[src/rtl/core/rmq_pkg.sv]
// rmq_pkg: shared constants, types and command/status structs for the range minimum query block
// no dependencies
package rmq_pkg;

	localparam int unsigned MaxElements = 1024;
	localparam int unsigned PosW = 10;
	localparam int unsigned CountW = 11;
	localparam int unsigned ValW = 32;
	localparam int unsigned Levels = 11;
	localparam int unsigned LevW = 4;
	localparam int unsigned TabDepth = MaxElements * Levels;
	localparam int unsigned TabAddrW = 14;
	localparam logic [CountW-1:0] CountReset = 11'd1024;

	localparam logic KindLoad = 1'b0;
	localparam logic KindQuery = 1'b1;
	localparam logic StatusOk = 1'b0;
	localparam logic StatusRangeErr = 1'b1;

	// datapath commands from the controller
	typedef struct packed {
		logic load_wr;          // write value store at input position
		logic bld_init;         // start a table rebuild
		logic bld_step;         // advance the rebuild one step
		logic qry_start;        // latch query and issue first reads
		logic qry_step;         // advance query one step
		logic err_out;          // load a range-error result
		logic out_take;         // output item consumed
	} rmq_cmd_t;

	// datapath status for the controller
	typedef struct packed {
		logic bld_done;
		logic qry_done;
		logic out_full;
	} rmq_sts_t;

	// table address of (position, level)
	function automatic logic [TabAddrW-1:0] tab_addr(input logic [PosW-1:0] pos,
		input logic [LevW-1:0] lev);
		logic [TabAddrW+LevW-1:0] a;
		a = (TabAddrW+LevW)'(pos * Levels + lev);
		return a[TabAddrW-1:0];
	endfunction

endpackage

[src/rtl/core/rmq_ctrl.sv]
// rmq_ctrl: controller state machine for the range minimum query block
// depends on rmq_pkg
module rmq_ctrl (
	input  logic                   clk,
	input  logic                   arst_n,
	input  logic                   valid,
	output logic                   ready,
	input  logic                   kind,
	input  logic                   range_err,
	input  logic                   cfg_wr,
	input  rmq_pkg::rmq_sts_t      sts,
	input  logic                   out_ready,
	output rmq_pkg::rmq_cmd_t      cmd
);

	localparam logic [1:0] StIdle = 2'd0;
	localparam logic [1:0] StBuild = 2'd1;
	localparam logic [1:0] StQuery = 2'd2;

	logic [1:0] state_q;
	logic       tab_valid_q;
	logic       acc;

	// accept only when idle and output register free or draining
	assign ready = (state_q == StIdle) && (!sts.out_full || out_ready);
	assign acc = valid && ready;

	always_comb begin
		cmd = '0;
		cmd.out_take = sts.out_full && out_ready;
		unique case (state_q)
			StIdle: begin
				if (acc) begin
					if (kind == rmq_pkg::KindLoad) begin
						cmd.load_wr = 1'b1;
					end else if (range_err) begin
						cmd.err_out = 1'b1;
					end else if (!tab_valid_q) begin
						cmd.bld_init = 1'b1;
					end else begin
						cmd.qry_start = 1'b1;
					end
				end
			end
			StBuild: begin
				if (sts.bld_done) begin
					cmd.qry_start = 1'b1;
				end else begin
					cmd.bld_step = 1'b1;
				end
			end
			StQuery: begin
				cmd.qry_step = 1'b1;
			end
			default: begin
			end
		endcase
	end

	// state tracking
	always_ff @(posedge clk or negedge arst_n) begin
		if (!arst_n) begin
			state_q <= StIdle;
		end else begin
			unique case (state_q)
				StIdle: begin
					if (cmd.bld_init) begin
						state_q <= StBuild;
					end else if (cmd.qry_start) begin
						state_q <= StQuery;
					end
				end
				StBuild: begin
					if (sts.bld_done) begin
						state_q <= StQuery;
					end
				end
				StQuery: begin
					if (sts.qry_done) begin
						state_q <= StIdle;
					end
				end
				default: state_q <= StIdle;
			endcase
		end
	end

	// table valid: a count write or an in-range load makes it stale, a finished rebuild sets it
	always_ff @(posedge clk or negedge arst_n) begin
		if (!arst_n) begin
			tab_valid_q <= 1'b0;
		end else if (cfg_wr || (cmd.load_wr && !range_err)) begin
			tab_valid_q <= 1'b0;
		end else if (state_q == StBuild && sts.bld_done) begin
			tab_valid_q <= 1'b1;
		end
	end

endmodule

[config.mk]
export PLATFORM = sky130hd
export DESIGN_NAME = rmq_ctrl
export DESIGN_NICKNAME = d
export VERILOG_FILES = /design/src/rtl/core/rmq_pkg.sv /design/src/rtl/core/rmq_ctrl.sv
export SDC_FILE = /design/constraint.sdc
export NUM_CORES = 1
export LEC_CHECK = 0
export BUFFER_PORTS_ARGS = -buffer_cell sky130_fd_sc_hd__buf_2
export CORE_AREA = 4 4 41 43
export CTS_CLUSTER_DIAMETER = 60
export DETAILED_ROUTE_END_ITERATION = 7
export DIE_AREA = 0 0 45 47
export PLACE_DENSITY = 0.42
export SETUP_SLACK_MARGIN = 0.4
export SLEW_MARGIN = 20
export SYNTH_ARGS = -nofsm -noshare
export SYNTH_HDL_FRONTEND = slang
export SYNTH_SLANG_ARGS = --single-unit
[constraint.sdc]
create_clock -name clk -period 1.2 [get_ports clk]
set_input_delay 0.06 -clock clk [delete_from_list [all_inputs] [get_ports clk]]
set_output_delay 0.06 -clock clk [all_outputs]
set_load 0.02 [all_outputs]
After elaboration in Yosys (flattened, before gate mapping)
Index checks and enable logic that the tools add are counted.
{ "totals": {"regBits": 3, "output_inout_bits": 8, "elab_cells": 45} }
{ "classes": {"eq_ne": 5, "n_mux": 26, "n_reduce_logical": 12} }
{ "ops": {"columns": ["operator", "n"], "rows": [
  ["two-way mux 1 bit", 18],
  ["two-way mux 2 bit", 6],
  ["one-hot mux 2 bit (3 select lines)", 1],
  ["logical AND 1 bit", 5],
  ["!= test 2 bit, second input constant", 2],
  ["!= test 3 bit, second input constant", 1],
  ["AND reduction 3 bit", 1],
  ["equality test 2 x 1 -> 1 bit, second input constant", 1],
  ["equality test 2 bit, second input constant", 1],
  ["zero test 1 bit", 2],
  ["zero test 2 bit", 1],
  ["logical OR 1 bit", 2],
  ["one-hot mux 1 bit (2 select lines)", 1],
  ["nonzero test 2 bit", 1]
]} }

Depth between registers and ports, before layout
{ "depth": {"depth_word": 9, "depth_mapped": 3, "depth_no_buf": 3} }

Least setup slack after synthesis
Ideal clock, no wire load.
{ "synth_path": {"path_type": "register to output", "from": "reg state_q[0]", "to": "out cmd[5] (netlist bit)", "arrival_time_ps": 1319, "required_ps": 1140, "path_slack_ps": -179, "path_stages_with_launch": 4, "n_path_buf": 0, "path_cell_list": "dfrtp_1 nor2_1 o21ai_1 nor4_1"} }
{ "synth_rtl": {"columns": ["item", "line_no", "rtl"], "rows": [
  ["start, declared", "rmq_ctrl.sv:20", "logic [1:0] state_q;"],
  ["start signal, assigned", "rmq_ctrl.sv:63", "state_q <= StIdle;"],
  ["start signal, assigned", "rmq_ctrl.sv:68", "state_q <= StBuild;"],
  ["start signal, assigned", "rmq_ctrl.sv:70", "state_q <= StQuery;"],
  ["end, declared", "rmq_ctrl.sv:13", "output rmq_pkg::rmq_cmd_t cmd"]
]} }

==> impl_metrics.toml <==
[run_status]
status = "finished with violations"
violations = "hold timing, setup timing"

[placed_design]
finalWeightedCongestion = 0.593
io_buffers = 17
place_inst = 62
dpl.hpwl_um = 590

[drt]
wl_um = 756
vias = 305
post_drt_wl_per_cell_um = 10.6
antenna_left = 0
dr.pass1.iters = 2
via_per_inst = 4.30
drtIter0Drc = 1
drc = 0

[timing]
finalCriticalPeriod_ps = 1330
fin_crit_sh_pct = 111
clock_skew_ps = 0.329
rsz0062_at_grt = "yes"
fin_ws_ps = -132
hold_viol = 1
setup_viol = 8
slew_headroom_pct = 79.5
worst_slew_pin_slew_ps = 307
fmax_mhz = 751
timing.hold.ws_ps = -4.78
slew_viol_final = 0

[layout]
drive_gt1_share_pct = 67.9
syn_to_final_growth_pct = 142
regArea_um2 = 77.6
nNetsFinal = 67
layout_commonest_cell = "buf_2"
utilization_pct = 41.0
fillCellCount = 145
antenna_cells = 0
fin_cells = 71
layout_common_cells = "buf_2 (10), buf_4 (7), buf_6 (6), inv_1 (5)"
multi_input_area_um2 = 208

[job]
cap_viol_max_count = 0

[synth]
synth_nets = 38
ys_types = 17
syn_avg_cell_area_um2 = 7.86
synthCells = 28
synth_top_cell_area_share_pct = 34.1
seq_area_frac_synth_pct = 34.1
post-synth-top-area-cell = "dfrtp_1"
netlist_area_um2 = 220
synthTopCellsByArea = "dfrtp_1 (34%), inv_1 (10%), a2111oi_2 (6.8%), nor2_1 (6.8%), nor3b_1 (6.8%)"
yosys_warnings = 0
ys_seq_elements = 3

[critical_path]
path_cells = "nor2_4, o21ai_4, nor4_4, buf_4"
cpPeakStageDelay_ps = 430
crit_arrival_ps = 1270
start_kind = "register"
worst_path_max_delay_cell = "dfrtp_2"
end_kind = "output port"
critPathKind = "register to output port"
cp.required_ps = 1140
cp_max_fo = 6

[clock_network]
htree_num_levels = 1
cts_tree = "done"
worstSkewPairLatency_ps = 230
clk_pin_slew_ps = 40
cts_max_path_buffers = 2
cts_inserted_buffers = 3
cts_root_buffer = "clkbuf_4"
cts.sinks = 3

[die]
core-area_um2 = 1300
dieWidth_um = 45
dieArea_um2 = 2120
ios = 18
start_util_pct = 16.9
rows = 13
fp.dieH_um = 47

[grt]
overflow = 0
grt_max_degree = 7
grt_pass1_wl_um = 1280
grt_pass1_vias = 315
antenna_found_initial = 0
grt.total_usage_pct = 8.80

[power_and_ir_drop]
power.density_nw_per_um2 = 1010
power.leakage_nw = 0.262
peakVddDrop_uv = 389
finalPower_mw = 0.539

[hold_path]
hold_path.class = "input pin to register"
-- cell type report --
cell class	instances	share of cell area, %
multi-input cells	19	39.0
repair buffers	24	33.8
flip-flops and latches	3	14.6
clock buffers	4	4.93
inverters	6	4.23
well taps	15	3.52
-- cell families after synthesis --
group	after synthesis	synth area share [%]
buffers and inverters	6	10.2
flip-flops	3	34.1
AO/OA/AOI/OAI	7	25.6
AND/OR/NAND/NOR	12	30.1
-- final timing paths --
kind                             start  cells past startpoint     endpoint  slack, ps
min in group asynchronous       arst_n                      2   state_q[0]        150
min reg2reg                tab_valid_q                      2   state_q[0]        630
min                             cfg_wr                      2  tab_valid_q         -5
max reg2reg                 state_q[0]                      4  tab_valid_q        -10
max                         state_q[0]                      4       cmd[5]       -130
max in group asynchronous       arst_n                      2   state_q[1]        930
-- where the power goes --
group          leakage [nW]  internal, mW  switching, mW
Sequential           0.0378         0.112         0.0119
Clock                0.0150         0.124         0.0501
Combinational         0.210         0.123          0.117
Total                 0.262         0.360          0.179
-- routing by layer --
| layer | routed length (um) | up-vias | GRT usage, % | share of wire [%] |
|---|---|---|---|---|
| met5 | 0 | - | 0 | 0 |
| met4 | 14 | 0 | 7.02 | 1.9 |
| met3 | 54 | 2 | 2.68 | 7.1 |
| met2 | 425 | 9 | 15.3 | 56 |
| met1 | 262 | 140 | 8.74 | 35 |
| li1 | - | 154 | - | - |
-- worst max-delay path, delay by kind of cell, from the launching register on --
kind | cells | cell delay, ps
AO/OA/AOI/OAI | 1 | 100
flip-flops | 1 | 430
AND/OR/NAND/NOR | 2 | 330
buffers and inverters | 1 | 170
-- repair_timing --
action / 4_1_cts / 5_1_grt
hold buffers: 1 / 0
gates resized for setup: 19 / 2
hold endpoints to repair: 4 / 0
endpoints found under the setup margin: 10 / 10
pin swaps: 1 / 2
buffers inserted: 2 / 2
-- Yosys cell counts --
master and instances:
o21ai_0 1, nor2b_1 1, nor4_1 1, nand2_1 1
o21bai_1 1, a21oi_1 1, a311oi_1 1, nand3_1 1
nor3b_1 2, dfrtp_1 3, inv_1 6, a41o_1 1
nor2_1 4, o21ai_1 1, and3b_1 1, or3_1 1
a2111oi_2 1
-- registers in the layout, summed over array words and instances (netlist names) --
signal	count
state_q	2
tab_valid_q	1
-- stage by stage --
stage | area (um^2) | setup TNS, ps | setup slack (ps)
floorplan | 279 | 0 | 103
global placement | 398 | 0 | 27.7
detailed placement | 398 | 0 | 30.7
CTS | 513 | -442 | -143
global route | 533 | -890 | -179
finish | 533 | -428 | -132
(Power assumes the default switching activity.)
