==> src/rtl/core/rmq_pkg.sv <==
// rmq_pkg: shared constants, types and command/status structs for the range minimum query block
// no dependencies
package rmq_pkg;

	localparam int unsigned MaxElements = 1024;
	localparam int unsigned PosW = 10;
	localparam int unsigned CountW = 11;
	localparam int unsigned ValW = 32;
	localparam int unsigned Levels = 11;
	localparam int unsigned LevW = 4;
	localparam int unsigned TabDepth = MaxElements * Levels;
	localparam int unsigned TabAddrW = 14;
	localparam logic [CountW-1:0] CountReset = 11'd1024;

	localparam logic KindLoad = 1'b0;
	localparam logic KindQuery = 1'b1;
	localparam logic StatusOk = 1'b0;
	localparam logic StatusRangeErr = 1'b1;

	// datapath commands from the controller
	typedef struct packed {
		logic load_wr;          // write value store at input position
		logic bld_init;         // start a table rebuild
		logic bld_step;         // advance the rebuild one step
		logic qry_start;        // latch query and issue first reads
		logic qry_step;         // advance query one step
		logic err_out;          // load a range-error result
		logic out_take;         // output item consumed
	} rmq_cmd_t;

	// datapath status for the controller
	typedef struct packed {
		logic bld_done;
		logic qry_done;
		logic out_full;
	} rmq_sts_t;

	// table address of (position, level)
	function automatic logic [TabAddrW-1:0] tab_addr(input logic [PosW-1:0] pos,
		input logic [LevW-1:0] lev);
		logic [TabAddrW+LevW-1:0] a;
		a = (TabAddrW+LevW)'(pos * Levels + lev);
		return a[TabAddrW-1:0];
	endfunction

endpackage

==> src/rtl/core/rmq_regs.sv <==
// rmq_regs: APB-style configuration register for the element count
// depends on rmq_pkg
module rmq_regs (
	input  logic                        clk,
	input  logic                        arst_n,
	input  logic                        psel,
	input  logic                        penable,
	input  logic                        pwrite,
	input  logic [1:0]                  paddr,
	input  logic [31:0]                 pwdata,
	output logic [31:0]                 prdata,
	output logic                        pready,
	output logic                        cfg_wr,
	output logic [rmq_pkg::CountW-1:0]  count
);

	localparam logic [1:0] AddrCount = 2'd0;

	logic [rmq_pkg::CountW-1:0] count_q;

	assign pready = 1'b1;
	assign cfg_wr = psel && penable && pwrite && (paddr == AddrCount);
	assign count = count_q;
	assign prdata = (paddr == AddrCount) ? {21'd0, count_q} : 32'd0;

	// count register
	always_ff @(posedge clk or negedge arst_n) begin
		if (!arst_n) begin
			count_q <= rmq_pkg::CountReset;
		end else if (cfg_wr) begin
			count_q <= pwdata[rmq_pkg::CountW-1:0];
		end
	end

endmodule

==> config.mk <==
export PLATFORM = sky130hd
export DESIGN_NAME = rmq_regs
export DESIGN_NICKNAME = d
export VERILOG_FILES = /design/src/rtl/core/rmq_pkg.sv /design/src/rtl/core/rmq_regs.sv
export SDC_FILE = /design/constraint.sdc
export NUM_CORES = 1
export LEC_CHECK = 0
export BUFFER_PORTS_ARGS = -buffer_cell sky130_fd_sc_hd__buf_2
export CAP_MARGIN = 20
export CORE_MARGIN = 1
export CORE_UTILIZATION = 32
export CTS_CLUSTER_DIAMETER = 150
export DETAILED_ROUTE_END_ITERATION = 12
export GPL_ROUTABILITY_DRIVEN = 0
export HOLD_SLACK_MARGIN = 0.12
export MAX_ROUTING_LAYER = met4
export PLACE_DENSITY_LB_ADDON = 0.05
export SLEW_MARGIN = 40
export SYNTH_ARGS = -nofsm -noshare
export SYNTH_HDL_FRONTEND = slang
export SYNTH_SLANG_ARGS = --single-unit
==> constraint.sdc <==
create_clock -name clk -period 0.95 [get_ports clk]
set_clock_uncertainty 0.15 [all_clocks]
set_input_delay 0.095 -clock clk [delete_from_list [all_inputs] [get_ports clk]]
set_output_delay 0.095 -clock clk [all_outputs]
set_load 0.03 [all_outputs]
Yosys cells after proc, flatten, opt, wreduce, memory -nomap -nowiden
Cells that the tools add are included.
{"block": "totals", "ff_bits": 11, "wordCells": 6}
{"block": "op_classes", "mux": 1, "reduce_logical": 4}
{"cell": "11-bit two-way mux", "n": 1}
{"cell": "1-bit logical AND", "n": 3}
{"cell": "2-bit logical NOT", "n": 1}

Longest topological paths before layout
Gate-level depths: netlist of the first run.
{"block": "depth", "ltp_word": 3, "mapped_depth": 4, "ltp_nobuf": 3}

Least setup slack after synthesis of the first run
OpenSTA, ideal clock, no wires.
{"block": "synth_timing", "path_type": "register to output", "from": "register count_q, in the netlist count[10]", "to": "output prdata[10]", "t_arrival_ps": 929, "setup_slack_ps": -224, "stages_incl_launch_ff": 2, "path_cell_list": "dfstp_2 > and2_1"}
{"block": "synth_via", "elab_chain_len": 1}
{"element": "from (decl)", "line": "rmq_regs.sv:19", "text": "logic [rmq_pkg::CountW-1:0] count_q;"}
{"element": "from (signal assigned)", "line": "rmq_regs.sv:29", "text": "count_q <= rmq_pkg::CountReset;"}
{"element": "from (signal assigned)", "line": "rmq_regs.sv:31", "text": "count_q <= pwdata[rmq_pkg::CountW-1:0];"}
{"element": "11-bit two-way mux", "line": "rmq_regs.sv:24", "text": "assign prdata = (paddr == AddrCount) ? {21'd0, count_q} : 32'd0;"}
{"element": "to (decl)", "line": "rmq_regs.sv:11", "text": "output logic [31:0] prdata,"}
Every way passes these cells.

Worst setup path in the final report of the first run
Same ends and word-level chain as after synthesis.

==> results.tsv, run 1 <==
stage	metric	value	unit
outcome	outcome	finished with violations	
outcome	violations	negative hold slack, negative setup slack	
sta	whs	-0.0898	ns
worst_setup_path	rrSetupSlack	-0.10	ns
sta	fin_crit_sh	1.36	
worst_setup_path	path_depth	2	
drt	dr.first_iter.drc_count	2	
sta	setup_slack	-0.340	ns
worst_setup_path	cp-start-kind	flip-flop	
floorplan	coreArea	0.00202	mm²
worst_setup_path	startpoint	count[10]	
placed_design	dp_hpwl	963	µm
clocking	htree_levels	1	
sta	max_freq	0.775	GHz
pwr	power.leakage	0.663	nW
worst_setup_path	crit_arrival	1.04	ns
worst_setup_path	required	0.70	ns
worst_setup_path	cpLargestDelayFamily	flip-flops	
yosys	yosysTopAreaCell	dfrtp_1	
worst_setup_path	crit_slowest_cell	dfstp_2	
layout	final_common_cell	buf_6	
clocking	cts_root_buffer	clkbuf_4	
worst_setup_path	crit_path_end	prdata[10]	
global_route	grt_usage	0.139	
yosys	synth.area.top_cells	dfrtp_1, buf_4, mux2_4	
global_route	grt_max_degree	12	
floorplan	io_pins	84	
flow_run	drv_cap	0	
placed_design	io_buffer_count	40	
clocking	clk_latency	0.26	ns
floorplan	die-area	0.00243	mm²
global_route	antenna_found_initial	0	
yosys	synth.avg_cell_area	11.5	µm²
layout	largest_reg_flops	11	
clocking	cts_tree	built	
floorplan	die_x	49.3	µm
worst_hold_path	hold_class	in -> reg	
clocking	cts_made_buffers	3	
yosys	muxShareOfSynthArea	0.221	
worst_setup_path	crit_chain	and2_4 -> buf_6	
yosys	synthXorXnorAreaFrac	0	
sta	drv_slew	0	
clocking	clk_path_buf_depth	2	
pwr	p_per_area	1760	mW/mm²
yosys	synth_top_family_by_area	buffers and inverters	
worst_setup_path	reg2reg_to	count[6]	
drt	drtAntennaViolNets	0	
yosys	synth_cell_type_count	13	
layout	layout.nets	155	
layout	mostFrequentLayoutCells	buf_6, conb_1, buf_2	
sta	final-hold-violation-count	10	
global_route	grt_pass1_vias	552	
clocking	clk_pin_slew	0.06	ns
yosys	synth-seq-area-share	0.387	
layout	fin_util	0.614	
layout	nFillCells	177	
yosys	synth_compound_area_frac	0	
global_route	grt_pass1_wl	2.46	mm
global_route	grt-ovfl-total	0	
pwr	max-vdd-ir-drop	0.00127	V
drt	wl_per_cell	11.1	µm
sta	setup_viol	33	
worst_setup_path	crit_type	reg -> out	
clocking	cts.sinks	11	
yosys	synth-adder-area-share	0	
drt	drt-total-wl	1.58	mm
yosys	synth_top_area_frac	0.350	
drt	remaining_drc_errors	0	
sta	fin_tns_setup	-4.98	ns
clocking	cts_hold_buf	2	
sta	fin_crit	1.29	ns
yosys	syn-cell-area	714	µm²
placed_design	place_area	927	µm²
worst_setup_path	end_kind	output pin	
worst_setup_path	worst-path-buf-inv	1	
floorplan	fp.dieH	49.3	µm
drt	drt_pass1_iterations	4	
drt	vias	559	
layout	drive_gt1_frac	0.783	
placed_design	dp.cells	127	
worst_setup_path	critPathMaxStageDelay	0.53	ns
layout	area_growth	73.7	%
sta	rsz0062_at_grt	yes	
worst_setup_path	r2r.worst_path.cells	2	
yosys	ys_warn_count	0	
floorplan	row_count	16	
layout	design_area	0.00124	mm²
layout	diodes	0	
worst_setup_path	rr_startpoint	count[6]	
yosys	syn_inst	62	
floorplan	initial_core_util	0.353	
worst_setup_path	crit_fanout	3	
yosys	ys_ff_latch	11	
drt	drt-vias-per-instance	3.94	
yosys	yosys.area_share.simple	0.124	
layout	layout.cells.non_filler	142	
## where the power goes
part / internal, mW / switching, mW / leakage (nW)
combinational: 0.586 / 0.582 / 0.527
sequential: 0.605 / 0.111 / 0.122
clock: 0.162 / 0.139 / 0.0150
## stage by stage
| stage | worst slack (ns) | hold WS (ns) | power [mW] |
|---|---|---|---|
| 2_1_floorplan | -0.124 | -0.351 | 1.40 |
| 5_1_grt | -0.390 | -0.107 | 2.30 |
| 3_5_place_dp | -0.221 | -0.176 | 1.55 |
| 4_1_cts | -0.352 | -0.103 | 2.15 |
| 6_report | -0.340 | -0.0898 | 2.19 |
| 3_3_place_gp | -0.202 | -0.173 | 1.54 |
## worst register-to-register path, delay by kind of cell, from the launching register on
kind / cells / cell delay (ns)
flops: 1 / 0.43
mux: 1 / 0.24
buf+inv: 1 / 0.12
## logic make-up (layout without fill, tap and decap cells)
family,Yosys count,after routing
buffers and inverters,25,58
other,2,22
multiplexers,11,11
AND/OR/NAND/NOR,13,13
flip-flops,11,11
## metal layers
| layer | share of wire | GRT usage |
|---|---|---|
| met2 | 0.61 | 0.260 |
| met3 | 0.076 | 0.0498 |
| met4 | 0 | 0.0441 |
| met5 | 0 | - |
| met1 | 0.31 | 0.130 |
## layout make-up
| type | instances | area [µm²] | share of cell area |
|---|---|---|---|
| clock buffers | 4 | 26.3 | 0.0212 |
| well taps | 27 | 33.8 | 0.0272 |
| flip-flops and latches | 11 | 289 | 0.233 |
| inverters | 1 | 8.76 | 0.00706 |
| repair buffers | 53 | 510 | 0.411 |
| multi-input cells | 46 | 373 | 0.300 |
## synthesized netlist by cell type, drive strengths merged
cell type  instances
nor2               1
mux2              11
nand4              1
buf               23
inv                1
conb               2
and2              11
clkbuf             1
dfstp              1
dfrtp             10
## worst min path at each step
stage / from / end / cells after the start
2_1_floorplan: arst_n / count[0] / 0
3_3_place_gp: arst_n / count[4] / 1
3_5_place_dp: arst_n / count[4] / 1
4_1_cts: pwdata[0] / count[0] / 2
5_1_grt: pwdata[4] / count[4] / 2
6_report: pwdata[0] / count[0] / 2
## repair_timing
| action | CTS | global route |
|---|---|---|
| pin swaps | 1 | 1 |
| endpoints found under the setup margin | 23 | 33 |
| buffers inserted | 8 | 1 |
| gates resized for setup | 53 | 5 |
| hold endpoints to repair | 22 | 20 |
No activity file was read; power rests on OpenSTA's default activity.
==> run 2, diff against run 1 <==
--- a/config.mk
+++ b/config.mk
@@ -15,6 +15,7 @@
 export HOLD_SLACK_MARGIN = 0.12
 export MAX_ROUTING_LAYER = met4
 export PLACE_DENSITY_LB_ADDON = 0.05
+export RECOVER_POWER = 50
 export SLEW_MARGIN = 40
 export SYNTH_ARGS = -nofsm -noshare
 export SYNTH_HDL_FRONTEND = slang
==> run 2 against run 1 <==
The flow still finishes with violations (negative hold slack, negative setup slack). Die area unchanged. Register-to-register slack about the same. Non-clock buffer count stayed put. Power about the same. Wire length unchanged. Global-route usage is the same. Cell area unchanged. Combinational power hardly changed. Final cell count unchanged. Utilization unchanged. Critical path type unchanged.
==> results.tsv, run 2 (synthesis gave the netlist of run 1 again) <==
stage	metric	value	unit
drt	drtAntennaViolNets	0	
layout	design_area	0.00124	mm²
clocking	cts_made_buffers	3	
global_route	grt-ovfl-total	0	
clocking	cts_tree	built	
drt	remaining_drc_errors	0	
sta	drv_slew	0	
sta	fin_crit	1.29	ns
sta	rsz0062_at_grt	yes	
global_route	grt_usage	0.139	
clocking	clk_latency	0.26	ns
drt	vias	559	
layout	final_common_cell	buf_6	
worst_hold_path	hold_class	in -> reg	
floorplan	fp.dieH	49.3	µm
placed_design	place_area	927	µm²
sta	whs	-0.0898	ns
placed_design	dp_slack	-0.221	ns
placed_design	dp_hpwl	963	µm
floorplan	io_pins	84	
layout	drive_gt1_frac	0.783	
layout	fin_util	0.614	
worst_setup_path	crit_slowest_cell	dfstp_2	
global_route	antenna_found_initial	0	
layout	mostFrequentLayoutCells	buf_6, conb_1, buf_2	
worst_setup_path	cp-start-kind	flip-flop	
layout	area_growth	73.7	%
clocking	cts_root_buffer	clkbuf_4	
worst_setup_path	crit_type	reg -> out	
floorplan	die-area	0.00243	mm²
layout	layout.cells.non_filler	142	
worst_setup_path	worst-path-buf-inv	1	
worst_setup_path	crit_chain	and2_4 -> buf_6	
sta	final-hold-violation-count	10	
flow_run	drv_cap	0	
pwr	power.leakage	0.663	nW
clocking	clk_path_buf_depth	2	
pwr	power	2.19	mW
drt	drt_pass1_iterations	4	
global_route	met1_usage	0.130	
pwr	max-vdd-ir-drop	0.00127	V
worst_setup_path	cpLargestDelayFamily	flip-flops	
sta	fin_crit_sh	1.36	
clocking	htree_levels	1	
clocking	clk_pin_slew	0.06	ns
placed_design	dp.cells	127	
worst_setup_path	crit_fanout	3	
global_route	top_usage_layer	met2	
global_route	use_met2	0.260	
layout	diodes	0	
worst_setup_path	crit_arrival	1.04	ns
drt	wl_per_cell	11.1	µm
floorplan	initial_core_util	0.353	
global_route	grt_pass1_wl	2.46	mm
sta	max_freq	0.775	GHz
drt	dr.first_iter.drc_count	2	
sta	setup_viol	33	
drt	drt-total-wl	1.58	mm
floorplan	row_count	16	
worst_setup_path	required	0.70	ns
global_route	grt_pass1_vias	552	
layout	layout.nets	155	
outcome	violations	negative hold slack, negative setup slack	
sta	fin_tns_setup	-4.98	ns
global_route	met3_usage	0.0498	
floorplan	coreArea	0.00202	mm²
placed_design	io_buffer_count	40	
sta	setup_slack	-0.340	ns
worst_setup_path	critPathMaxStageDelay	0.53	ns
drt	drt-vias-per-instance	3.94	
outcome	outcome	finished with violations	
clocking	cts_hold_buf	2	
worst_setup_path	end_kind	output pin	
layout	largest_reg_flops	11	
clocking	cts.sinks	11	
global_route	grt_max_degree	12	
floorplan	die_x	49.3	µm
pwr	p_per_area	1760	mW/mm²
==> run 2: cell types whose count changed in the layout (fill, tap and decap cells not counted) <==
cell / delta
clkbuf_2: +1
buf_2: -1
==> run 2: final cells by class <==
| type | instances | area [µm²] |
|---|---|---|
| Fill cell | 177 | 781 |
| Timing Repair Buffer | 53 | 510 |
| Multi-Input combinational cell | 46 | 373 |
| Tap cell | 27 | 33.8 |
| Clock buffer | 4 | 26.3 |
| Sequential cell | 11 | 289 |
| Inverter | 1 | 8.76 |
==> run 2: metal layers <==
metal / vias to the layer above / share of wire
met1: 264 / 0.31
met4: 0 / 0
li1: 256 / -
met5: - / 0
met2: 39 / 0.61
met3: 0 / 0.076
==> run 2: power by group <==
group	switching [mW]	leakage (nW)	internal (mW)	total, mW
logic	0.582	0.527	0.586	1.17
registers	0.111	0.122	0.605	0.716
clock network	0.139	0.0150	0.162	0.301
total	0.832	0.663	1.35	2.19
==> run 2: worst paths after layout <==
check                           startpoint          to  slack, ns  cells past startpoint
worst max-delay path             count[10]  prdata[10]      -0.34                      2
worst min-delay path             pwdata[0]    count[0]      -0.09                      2
worst max register to register    count[6]    count[6]      -0.10                      2
worst min register to register    count[4]    count[4]       0.40                      1
max in group asynchronous           arst_n   count[10]       0.29                      2
min in group asynchronous           arst_n    count[4]       0.09                      2
==> run 2: what timing repair did <==
item	4_1_cts	5_1_grt
resized for setup	53	5
hold endpoints to repair	22	20
pin swaps	1	1
setup buffers	8	1
endpoints found under the setup margin	23	33
==> run 2: worst reg2reg max path: stages (launching register included) <==
cell,delay (ns)
dfrtp_2,0.43
buf_6,0.12
mux2_4,0.24
==> run 3, diff against run 2 <==
--- a/config.mk
+++ b/config.mk
@@ -7,8 +7,10 @@
 export LEC_CHECK = 0
 export BUFFER_PORTS_ARGS = -buffer_cell sky130_fd_sc_hd__buf_2
 export CAP_MARGIN = 20
+export CELL_PAD_IN_SITES_DETAIL_PLACEMENT = 0
+export CELL_PAD_IN_SITES_GLOBAL_PLACEMENT = 1
 export CORE_MARGIN = 1
-export CORE_UTILIZATION = 32
+export CORE_UTILIZATION = 21
 export CTS_CLUSTER_DIAMETER = 150
 export DETAILED_ROUTE_END_ITERATION = 12
 export GPL_ROUTABILITY_DRIVEN = 0
==> run 3 against run 2 <==
The run still ends with negative hold slack, negative setup slack left. Power fell by 0.58%. Clock power rose by 2%. Utilization fell by 21 points. Critical endpoint unchanged.
==> results.tsv, run 3 (synthesis gave the netlist of run 1 again) <==
stage	metric	value	unit
worst_hold_path	hold-path-endpoint	count[1]	
clocking	clk_latency	0.26	ns
sta	setup_viol	31	
layout	multi_input_area	373	µm²
sta	fin_tns_setup	-4.88	ns
placed_design	dp_slack	-0.215	ns
worst_setup_path	crit_fanout	3	
floorplan	fp.dieH	60.3	µm
global_route	grt_usage	0.0930	
worst_setup_path	crit_type	reg -> out	
sta	whs	-0.0875	ns
worst_hold_path	hold-path-cell-count	2	
floorplan	row_count	20	
drt	remaining_drc_errors	0	
layout	mostFrequentLayoutCells	buf_6, conb_1, buf_2	
clocking	cts_hold_buf	2	
worst_setup_path	crit_arrival	1.05	ns
drt	drt-vias-per-instance	3.46	
pwr	power.leakage	0.664	nW
pwr	pwr-share-clk	0.142	
global_route	grt_max_degree	12	
worst_setup_path	cp-start-kind	flip-flop	
global_route	met1_usage	0.0959	
floorplan	coreArea	0.00313	mm²
outcome	violations	negative hold slack, negative setup slack	
worst_setup_path	rr_startpoint	count[5]	
worst_setup_path	end_kind	output pin	
layout	fin_util	0.399	
worst_setup_path	rrSetupSlack	-0.10	ns
floorplan	initial_core_util	0.228	
layout	nFillCells	310	
worst_setup_path	reg2reg_to	count[5]	
placed_design	io_buffer_count	40	
outcome	outcome	finished with violations	
sta	fin_crit	1.29	ns
worst_hold_path	hold_class	in -> reg	
global_route	grt-ovfl-total	0	
worst_setup_path	critPathMaxStageDelay	0.54	ns
layout	drive_gt1_frac	0.779	
placed_design	dp.cells	144	
global_route	use_met2	0.152	
worst_setup_path	r2r.worst_path.cells	2	
drt	drt_pass1_iterations	2	
pwr	p_per_area	1740	mW/mm²
drt	vias	543	
clocking	cts.sinks	11	
layout	diodes	0	
pwr	netSwitchingPower	828	µW
clocking	htree_levels	1	
pwr	combPwrFrac	0.528	
worst_setup_path	required	0.70	ns
sta	setup_slack	-0.343	ns
sta	rsz0062_at_grt	yes	
global_route	grt_pass1_vias	479	
clocking	cts_tree	built	
global_route	top_usage_layer	met2	
layout	design_area	0.00125	mm²
drt	drt-total-wl	1.53	mm
clocking	clk_pin_slew	0.07	ns
layout	area_growth	74.8	%
layout	largest_reg_flops	11	
sta	drv_slew	0	
floorplan	io_pins	84	
worst_setup_path	crit_chain	and2_4 -> buf_6	
sta	final-hold-violation-count	10	
layout	layout.cells.non_filler	157	
pwr	power.internal	1.35	mW
sta	max_freq	0.773	GHz
pwr	switching_share	0.381	
pwr	max-vdd-ir-drop	0.000661	V
global_route	met3_usage	0.0411	
placed_design	dp_hpwl	1.07	mm
clocking	cts_made_buffers	3	
worst_setup_path	crit_slowest_cell	dfstp_2	
global_route	grt_pass1_wl	2.24	mm
global_route	antenna_found_initial	0	
drt	drtAntennaViolNets	0	
flow_run	drv_cap	0	
clocking	cts_root_buffer	clkbuf_4	
worst_hold_path	min_from	pwdata[1]	
drt	dr.first_iter.drc_count	3	
floorplan	die_x	60.3	µm
layout	regArea	289	µm²
clocking	clk_path_buf_depth	2	
placed_design	place_area	948	µm²
floorplan	die-area	0.00364	mm²
sta	fin_crit_sh	1.36	
layout	final_common_cell	buf_6	
layout	layout.nets	153	
pwr	pwr-share-seq	0.330	
drt	wl_per_cell	9.77	µm
-- run 3: changes by cell type in the layout (fill, tap and decap cells not counted) --
cell / previous run / this run
buf_12: 2 / 3
buf_2: 14 / 15
buf_4: 2 / 1
buf_6: 32 / 29
dlygate4sd3_1: 2 / 1
dlymetal6s4s_1: 0 / 1
-- run 3: power groups by stage --
stage                     registers (mW)  logic (mW)  clock network (mW)
after floorplan                    0.914       0.487                   0
after global placement             0.697       0.855                   0
after detailed placement           0.698       0.858                   0
after CTS                          0.711        1.11               0.333
after global routing               0.737        1.21               0.362
final                              0.717        1.15               0.308
-- run 3: final cells by class --
type                            count  share of cell area
Clock buffer                        4              0.0210
Inverter                            1             0.00701
Multi-Input combinational cell     46               0.299
Sequential cell                    11               0.231
Tap cell                           44              0.0441
Timing Repair Buffer               51               0.398
-- run 3: layer usage --
metal  routed length [µm]  share of wire
met5                    0              0
met4                   19          0.012
met3                  133          0.087
met2                  767           0.50
met1                  614           0.40
-- run 3: per-stage QoR --
stage	hold WS [ns]	power (mW)
6_report	-0.0875	2.17
5_1_grt	-0.114	2.31
4_1_cts	-0.102	2.15
3_5_place_dp	-0.165	1.56
3_3_place_gp	-0.165	1.55
2_1_floorplan	-0.351	1.40
-- run 3: what timing repair did --
item | CTS | global route
pin swaps | 1 | 1
endpoints found under the hold margin | 22 | 21
buffers inserted | 6 | 1
setup endpoints to repair | 23 | 34
resized for setup | 48 | 7
-- run 3: critical path, delay by kind of cell, from the launching register on --
kind | cells | cell delay [ns]
flops | 1 | 0.54
simple gates | 1 | 0.13
buf+inv | 1 | 0.12
-- run 3: worst max path at each step --
stage          slack (ns)    endpoint      start  cells after the start
5_1_grt             -0.41  prdata[10]  count[10]                      2
3_5_place_dp        -0.22    count[1]   paddr[1]                      5
2_1_floorplan       -0.12  prdata[10]  count[10]                      1
6_report            -0.34  prdata[10]  count[10]                      2
3_3_place_gp        -0.21    count[9]   paddr[1]                      5
4_1_cts             -0.36  prdata[10]  count[10]                      2
